===== config.mk =====
export PLATFORM = sky130hd
export DESIGN_NAME = cde_ctrl
export DESIGN_NICKNAME = d
export VERILOG_FILES = /design/src/hw/rtl/cde_pkg.sv /design/src/hw/rtl/cde_ctrl.sv
export SDC_FILE = /design/constraint.sdc
export NUM_CORES = 1
export LEC_CHECK = 0
export BUFFER_PORTS_ARGS = -buffer_cell sky130_fd_sc_hd__buf_2
export CORE_AREA = 4 4 41 43
export CTS_BUF_LIST = sky130_fd_sc_hd__clkbuf_16
export DETAILED_ROUTE_END_ITERATION = 10
export DIE_AREA = 0 0 45 47
export GPL_TIMING_DRIVEN = 0
export RECOVER_POWER = 50
export SYNTH_ARGS = -nofsm -noshare
export SYNTH_HDL_FRONTEND = slang
export SYNTH_SLANG_ARGS = --single-unit

===== constraint.sdc =====
create_clock -name clk_i -period 0.8 [get_ports clk_i]
set_input_delay 0.04 -clock clk_i [delete_from_list [all_inputs] [get_ports clk_i]]
set_output_delay 0.04 -clock clk_i [all_outputs]
set_load 0.02 [all_outputs]

===== src/hw/rtl/cde_pkg.sv =====
// Shared constants, request codes and control types for the circular deque engine.
`timescale 1ns / 1ps
`default_nettype none

package cde_pkg;

  // Storage geometry.
  localparam int unsigned DEPTH     = 128;
  localparam int unsigned WORD_BITS = 32;
  localparam int unsigned PTR_W     = (DEPTH > 1) ? $clog2(DEPTH) : 1;
  localparam int unsigned CNT_W     = $clog2(DEPTH + 1);

  // Port field widths.
  localparam int unsigned KIND_W = 3;
  localparam int unsigned DATA_W = 32;

  // Value returned with a failed request.
  localparam logic [DATA_W-1:0] ERR_VALUE = '1;

  // Request kinds.
  typedef enum logic [KIND_W-1:0] {
    REQ_PUSH_FRONT = 3'd0,
    REQ_PUSH_BACK  = 3'd1,
    REQ_POP_FRONT  = 3'd2,
    REQ_POP_BACK   = 3'd3,
    REQ_FRONT      = 3'd4,
    REQ_BACK       = 3'd5,
    REQ_SIZE       = 3'd6,
    REQ_EMPTY      = 3'd7
  } req_kind_e;

  // Commands from the controller to the datapath.
  typedef struct packed {
    logic exec;   // execute the request presented on the input channel
    logic load;   // load the result register
  } cde_cmd_t;

  // Status from the datapath to the controller.
  typedef struct packed {
    logic need_result;  // the presented request gives a result item
    logic empty;
    logic full;
  } cde_sts_t;

endpackage

`default_nettype wire


===== src/hw/rtl/cde_ctrl.sv =====
// Controller state machine of the circular deque engine.
`timescale 1ns / 1ps
`default_nettype none

module cde_ctrl (
  input  wire logic              clk_i,
  input  wire logic              rst_ni,
  input  wire logic              in_valid_i,
  output logic                   in_ready_o,
  output logic                   out_valid_o,
  input  wire logic              out_ready_i,
  input  wire cde_pkg::cde_sts_t sts_i,
  output cde_pkg::cde_cmd_t      cmd_o
);

  typedef enum logic [1:0] {
    ST_IDLE,
    ST_LOAD,
    ST_SEND
  } state_e;

  state_e state_q;
  logic   in_ready_q;
  logic   out_valid_q;
  logic   accept;

  assign accept      = in_valid_i && in_ready_q;
  assign in_ready_o  = in_ready_q;
  assign out_valid_o = out_valid_q;

  // Commands: execute on acceptance, capture the result of a request that gives one in the cycle after acceptance.
  always_comb begin
    cmd_o.exec = accept;
    cmd_o.load = (state_q == ST_LOAD);
  end

  // State and registered handshake outputs.
  always_ff @(posedge clk_i or negedge rst_ni) begin
    if (!rst_ni) begin
      state_q     <= ST_IDLE;
      in_ready_q  <= 1'b1;
      out_valid_q <= 1'b0;
    end else begin
      unique case (state_q)
        ST_IDLE: begin
          if (accept && sts_i.need_result) begin
            in_ready_q <= 1'b0;
            state_q    <= ST_LOAD;
          end
        end
        ST_LOAD: begin
          out_valid_q <= 1'b1;
          state_q     <= ST_SEND;
        end
        ST_SEND: begin
          if (out_ready_i) begin
            out_valid_q <= 1'b0;
            in_ready_q  <= 1'b1;
            state_q     <= ST_IDLE;
          end
        end
        default: begin
          state_q     <= ST_IDLE;
          in_ready_q  <= 1'b1;
          out_valid_q <= 1'b0;
        end
      endcase
    end
  end

endmodule

`default_nettype wire


# == Yosys cells after proc, flatten, opt, wreduce, memory -nomap -nowiden ==
# Index checks and enable logic that the tools add are counted.
# word_totals
out_inout_bits,4
regBits,4
in_bits,7
wordCells,23
# classes
bitwise_logic,2
eq_ne,4
mux,8
n_reduce_logical,6
# ops
operator,n
1-bit one-hot mux with 3 select lines,2
2-bit one-hot mux with 3 select lines,1
2-bit two-way mux,2
2-bit inequality test (second input constant),2
2-bit AND reduction,2
1-bit two-way mux,3
3-bit AND reduction,1
2-bit by 1-bit equality test with 1-bit output (second input constant),1
2-bit equality test (second input constant),1
1-bit logical AND,2
2-bit zero test,1
1-bit inverter,2

# == Logic depth before layout (Yosys ltp) ==
# Gate-level depths: netlist of the first run.
# depth
ltp_word,4
ltp_mapped,2
depth_no_buf,2

# == Least setup slack after synthesis of the first run ==
# No wires, ideal clock.
# synth_path
kind,register -> register
start,"register in_ready_q, in the netlist in_ready_o"
end,register state_q[0]
required_ns,0.732
t_arrival_ns,0.908
synth_period_minus_slack_ns,0.976
path_buffers,0
slack_ns,-0.176
setup_time_ns,0.068
path_stages_with_launch,3
cell_sequence,dfstp_2 -> and2_1 -> and4bb_1
# synth_between
elab_chain_len,4
# synth_lines
item,line_no,rtl
from (decl),cde_ctrl.sv:23,logic in_ready_q;
from (signal assigned),cde_ctrl.sv:41,in_ready_q <= 1'b1;
from (signal assigned),cde_ctrl.sv:47,in_ready_q <= 1'b0;
from (signal assigned),cde_ctrl.sv:58,in_ready_q <= 1'b1;
1-bit logical AND,cde_ctrl.sv:27,assign accept = in_valid_i && in_ready_q;
via accept,cde_ctrl.sv:25,logic accept;
1-bit logical AND,cde_ctrl.sv:46,if (accept && sts_i.need_result) begin
2-bit inequality test (no line),-,
2-bit AND reduction (no line),-,
to (signal assigned),cde_ctrl.sv:40,state_q <= ST_IDLE;
to (signal assigned),cde_ctrl.sv:48,state_q <= ST_LOAD;
to (signal assigned),cde_ctrl.sv:53,state_q <= ST_SEND;
to (decl),cde_ctrl.sv:22,state_e state_q;
# The timed path passes the listed nets, and every way through them passes these cells.
# A chain may end at the register's enable or synchronous reset.

# == Worst setup path after layout of the first run ==
# layout_path
start,"register in_ready_q, in the netlist in_ready_o"
end,output port cmd_o[1] (netlist name)
# layout_between
elab_chain_len,1
# layout_lines
item,line_no,rtl
1-bit logical AND,cde_ctrl.sv:27,
to (decl),cde_ctrl.sv:13,output cde_pkg::cde_cmd_t cmd_o
# No other way between the ends.

==> results of run 1 <==
[per-layer routing]
metal | up-vias | wire [um]
met4 | 0 | 0
met3 | 0 | 36
met1 | 84 | 277
met5 | - | 0
li1 | 88 | -
met2 | 8 | 194
[worst max-delay path, cell delays in order (launching register included)]
cell and delay (ns):
dfstp_2 0.52, and2_4 0.15, buf_6 0.09, buf_6 0.10
[worst paths after layout]
check / slack [ns] / end / start / depth (start not counted)
worst max-delay path: -0.31 / cmd_o[1] / in_ready_o / 3
worst min-delay path: 0.11 / state_q[0] / sts_i[2] / 2
worst max register to register: -0.15 / in_ready_o / in_ready_o / 3
worst min register to register: 0.52 / out_valid_o / out_valid_o / 1
max in group asynchronous: 0.36 / in_ready_o / rst_ni / 2
min in group asynchronous: 0.19 / state_q[0] / rst_ni / 2
[flip-flops by register name, indices dropped and copies added, names as in the netlist]
signal,count
in_ready_o,1
out_valid_o,1
state_q,2
[final cells by class]
cell class                      instances  area [um2]  area share (%)
Clock buffer                            3       75.07           18.29
Timing Repair Buffer                   12       103.9           25.30
Multi-Input combinational cell         11       95.09           23.17
Clock inverter                          1       3.754          0.9146
Sequential cell                         4       102.6           25.00
Buffer                                  1       11.26           2.744
Tap cell                               15       18.77           4.573
[repair_timing]
action | in CTS | in global routing
pin swaps | 2 | 1
hold buffers | 1 | 0
buffers inserted | 3 | 0
resized for setup | 10 | 6
hold endpoints to repair | 4 | 0
endpoints found under the setup margin | 6 | 8
[metrics by stage]
| stage | cell area [um2] | setup TNS, ns |
|---|---|---|
| 4_1_cts | 392.9 | -0.9911 |
| 3_3_place_gp | 245.2 | -0.4601 |
| 2_1_floorplan | 186.4 | -0.4441 |
| 5_1_grt | 410.4 | -1.257 |
| 6_report | 410.4 | -0.9808 |
| 3_5_place_dp | 245.2 | -0.4465 |
[placed cells by master, fill, tap and decap left out, types with 2 or more instances in the layout]
cell type / netlist / layout
buf_2: 0 / 3
buf_6: 0 / 7
clkbuf_16: 0 / 3
dfrtp_1: 3 / 2
nor3_1: 2 / 2
[power by group through the flow]
stage	Sequential [mW]	Combinational, mW	Clock [mW]
2_1_floorplan	0.231	0.0116	0
3_3_place_gp	0.220	0.0487	0
3_5_place_dp	0.220	0.0485	0
4_1_cts	0.218	0.0541	0.802
5_1_grt	0.221	0.0697	0.829
6_report	0.220	0.0649	0.791
[kinds of logic (layout without fill, tap and decap cells)]
logic type,Yosys count,in the layout
simple gates,8,8
flops,4,4
compound gates,3,3
buf+inv,1,17
==> impl_metrics.tcl, run 1 <==
set metrics [dict create \
    ys.flop_type "dfrtp_1" \
    muxShareOfSynthArea_pct 0 \
    finalMaxSlewViolations 0 \
    synth_edf_count 0 \
    drt_iter0_drc 3 \
    grt_overflow_total 0 \
    grt_use_met2_pct 7.345 \
    combPwrFrac_pct 6.0 \
    nets 40 \
    drc_errors 0 \
    cp_data_arrival_time_ns 1.07 \
    synth_compound_area_share_pct 10.88 \
    setup_viol 7 \
    gp_congestion 0.6073 \
    busiest_layer "met1" \
    drive_above_1_share_pct 65.63 \
    peakVddDrop_mv 1.959 \
    synth_common_cells "dfrtp_1 (3), nor2_1 (2), nor3_1 (2)" \
    h-tree-depth 1 \
    cts.clk_slew.worst_paths_ns 0.03 \
    use_met3_pct 5.747 \
    ys_types 12 \
    wl_um 508 \
    worstSetupPathType "reg -> out" \
    synth-async-reset-ratio_pct 100.0 \
    fp-row-count 13 \
    detail_route.wl_per_cell_um 10.81 \
    ant_nets 0 \
    cts_tree "done" \
    cp_max_fo 2 \
    die_w_um 45 \
    cts-root-buf "clkbuf_16" \
    yosysWarningCount 0 \
    synth-simple-area-share_pct 29.93 \
    post-route-util_pct 31.54 \
    synth_fa_ha_area_share_pct 0 \
    cts.sinks 4 \
    worst_slack_ns -0.3147 \
    placed_cells 39 \
    syn_area_um2 183.9 \
    synth_top_family_by_area "simple AND/OR/NAND/NOR gates" \
    drv_cap 0 \
    p_sw_mw 0.1803 \
    synth-seq-area-share_pct 55.10 \
    syn_area_per_cell_um2 11.50 \
    grt_pass1_vias 198 \
    power.share.clock_pct 73.5 \
    skew_ns 0.005054 \
    vias 180 \
    p_sw_share_pct 16.76 \
    required_ns 0.76 \
    fin_crit_sh_pct 139.3 \
    cts_buffer_depth 2 \
    critPathLaunchType "register" \
    pwr-share-seq_pct 20.4 \
    ys_top_cells_by_area "dfrtp_1 (41%), dfstp_2 (14%), and4bb_1 (6.8%)" \
    cp-end-kind "output port" \
    rsz0062_at_grt "true" \
    grtUsageTotal_pct 6.418 \
    fin_crit_ns 1.115 \
    numCtsBuffers 3 \
    grt_max_degree 7 \
    grt_pass1_wl_um 897 \
    synthCells 16 \
    antenna_found_initial 0 \
    firstDrtPassIters 2 \
    violations "setup timing" \
    synth.ff_latch_count 4 \
    die_h_um 47 \
    timing.hold.ws_ns 0.1147 \
    io_pins 11 \
    diodes 0 \
    core_um2 1301 \
    hold_viol_final 0 \
    power_density_nw_per_um2 2621 \
    fmax_mhz 897.1 \
    leakagePower_nw 0.1972 \
    fillers 145 \
    internal-power_mw 0.8954 \
    syn_nets 23 \
    dieArea_um2 2115 \
    stdcell_count 47 \
    slew_headroom_pct 86.50 \
    start_util_pct 14.13 \
    yosys.area_share.xor_xnor_pct 0 \
    worst_pin_slew_ns 0.1997 \
    place_ws_ns -0.1520 \
    grtUsageMet1_pct 8.486 \
    insertion_delay_ns 0.22 \
    synth_most_common_cell "dfrtp_1" \
    status "finished, violations left" \
    routed_via_density 3.830 \
    area_growth_pct 123.1 \
    yosysTopAreaCell "dfrtp_1" \
    power.total_mw 1.076 \
    port_buffers 8 \
    yosysTopAreaCellShare_pct 40.82 \
    hold_class "in -> reg" \
]
(Power assumes the default switching activity.)
==> run 2, diff against run 1 <==
--- a/config.mk
+++ b/config.mk
@@ -12,6 +12,7 @@
 export DIE_AREA = 0 0 45 47
 export GPL_TIMING_DRIVEN = 0
 export RECOVER_POWER = 50
+export SETUP_SLACK_MARGIN = 0.15
 export SYNTH_ARGS = -nofsm -noshare
 export SYNTH_HDL_FRONTEND = slang
 export SYNTH_SLANG_ARGS = --single-unit
==> impl_metrics.tcl, run 2 (synthesized netlist as in run 1, its figures left out) <==
set metrics [dict create \
    status "finished, violations left" \
    violations "setup timing" \
    cts_buffer_depth 2 \
    ant_nets 0 \
    cp_max_fo 2 \
    port_buffers 8 \
    hold_class "in -> reg" \
    firstDrtPassIters 2 \
    grtUsageTotal_pct 6.334 \
    internal-power_mw 0.8965 \
    gp_congestion 0.6013 \
    skew_ns 0.002693 \
    grt_overflow_total 0 \
    power_density_nw_per_um2 2460 \
    grt_pass1_wl_um 869 \
    cts.sinks 4 \
    post-route-util_pct 33.56 \
    drc_errors 0 \
    cts_tree "done" \
    critPathLaunchType "register" \
    min_path_cells 3 \
    fin_crit_sh_pct 139.2 \
    drt_iter0_drc 2 \
    finalMaxSlewViolations 0 \
    start_util_pct 14.13 \
    insertion_delay_ns 0.22 \
    reg2regPathDepth 3 \
    slew_headroom_pct 80.38 \
    wl_um 592 \
    required_ns 0.76 \
    leakagePower_nw 0.2080 \
    worst_slack_ns -0.3135 \
    worst_r2r_endpoint "in_ready_o" \
    holdCritStartpoint "out_ready_i" \
    drv_cap 0 \
    place_ws_ns -0.1609 \
    fmax_mhz 898.0 \
    diodes 0 \
    vias 188 \
    combPwrFrac_pct 6.2 \
    drive_above_1_share_pct 70.59 \
    min_to "out_valid_o" \
    worstSetupPathType "reg -> out" \
    final_cell_area_um2 436.7 \
    numCtsBuffers 3 \
    pwr-share-seq_pct 20.5 \
    area_growth_pct 137.4 \
    cts-root-buf "clkbuf_16" \
    die_w_um 45 \
    dieArea_um2 2115 \
    h-tree-depth 1 \
    nets 42 \
    core_um2 1301 \
    stdcell_count 49 \
    cts.clk_slew.worst_paths_ns 0.03 \
    cp_data_arrival_time_ns 1.07 \
    peakVddDrop_mv 0.7882 \
    timing.hold.ws_ns 0.1070 \
    io_pins 11 \
    fp-row-count 13 \
    layout_commonest_cell "buf_6" \
    fin_crit_ns 1.114 \
    routed_via_density 3.837 \
    timing.rr.start "state_q[0]" \
    grt_pass1_vias 182 \
    largest_reg_flops 2 \
    grt_max_degree 7 \
    power.share.clock_pct 73.3 \
    hold_viol_final 0 \
    p_sw_share_pct 16.53 \
    cp-end-kind "output port" \
    rsz0062_at_grt "true" \
    placed_cells 39 \
    setup_viol 7 \
    regMostFlops "state_q" \
    timing.reg2reg.setup_slack_ns -0.21 \
    worst_pin_slew_ns 0.2902 \
    detail_route.wl_per_cell_um 12.08 \
    final_cell_mix "buf_6 (9), clkbuf_16 (3), buf_2 (3)" \
    die_h_um 47 \
    postPlaceCellArea_um2 246.5 \
    antenna_found_initial 0 \
    p_sw_mw 0.1776 \
    fillers 142 \
]
run 2: cell count changes in the layout (fill, tap and decap cells not counted), sizes merged:
cell / change
buf: +2
run 2: power by group through the flow:
stage	sequential, mW	combinational (mW)	clock, mW
detailed placement	0.221	0.0492	0
CTS	0.221	0.0633	0.800
global route	0.221	0.0698	0.815
global placement	0.221	0.0487	0
finish	0.220	0.0662	0.787
floorplan	0.233	0.0116	0
run 2: routing by layer:
layer | up-vias | GRT usage [%] | share of wire [%]
met5 | - | 0 | 0
met4 | 0 | 5.263 | 0
met3 | 0 | 4.215 | 9.6
met2 | 8 | 9.040 | 51
met1 | 88 | 6.407 | 39
li1 | 92 | - | -
run 2: metrics by stage:
step	setup TNS (ns)	total power [mW]
2_1_floorplan	-0.4441	0.2443
3_3_place_gp	-0.4684	0.2698
3_5_place_dp	-0.4637	0.2700
4_1_cts	-1.069	1.084
5_1_grt	-1.417	1.106
6_report	-1.217	1.074
run 2: how the worst max path moves through the flow:
stage,cells past startpoint,end,from
detailed placement,3,cmd_o[1],in_ready_o
finish,3,cmd_o[1],in_ready_o
global route,3,cmd_o[1],in_ready_o
global placement,3,cmd_o[1],in_ready_o
CTS,3,cmd_o[1],in_ready_o
floorplan,2,state_q[0],in_ready_o
run 2: what timing repair did:
item	4_1_cts	5_1_grt
pin swaps	2	1
endpoints found under the hold margin	4	0
buffers inserted	4	1
hold buffers	1	0
gates resized for setup	14	4
setup endpoints to repair	8	8
run 2: layout make-up:
| class | instances | area [um2] | share of cell area [%] |
|---|---|---|---|
| repair buffers | 14 | 126.4 | 28.94 |
| flip-flops and latches | 4 | 103.9 | 23.78 |
| multi-input cells | 11 | 97.59 | 22.35 |
| clock buffers | 3 | 75.07 | 17.19 |
| well taps | 15 | 18.77 | 4.298 |
| plain buffers | 1 | 11.26 | 2.579 |
| clock inverters | 1 | 3.754 | 0.8596 |
run 2: critical path, cell delays in order, from the launching register on:
cell,delay [ns]
dfstp_2,0.52
and2_4,0.14
buf_6,0.08
buf_6,0.10
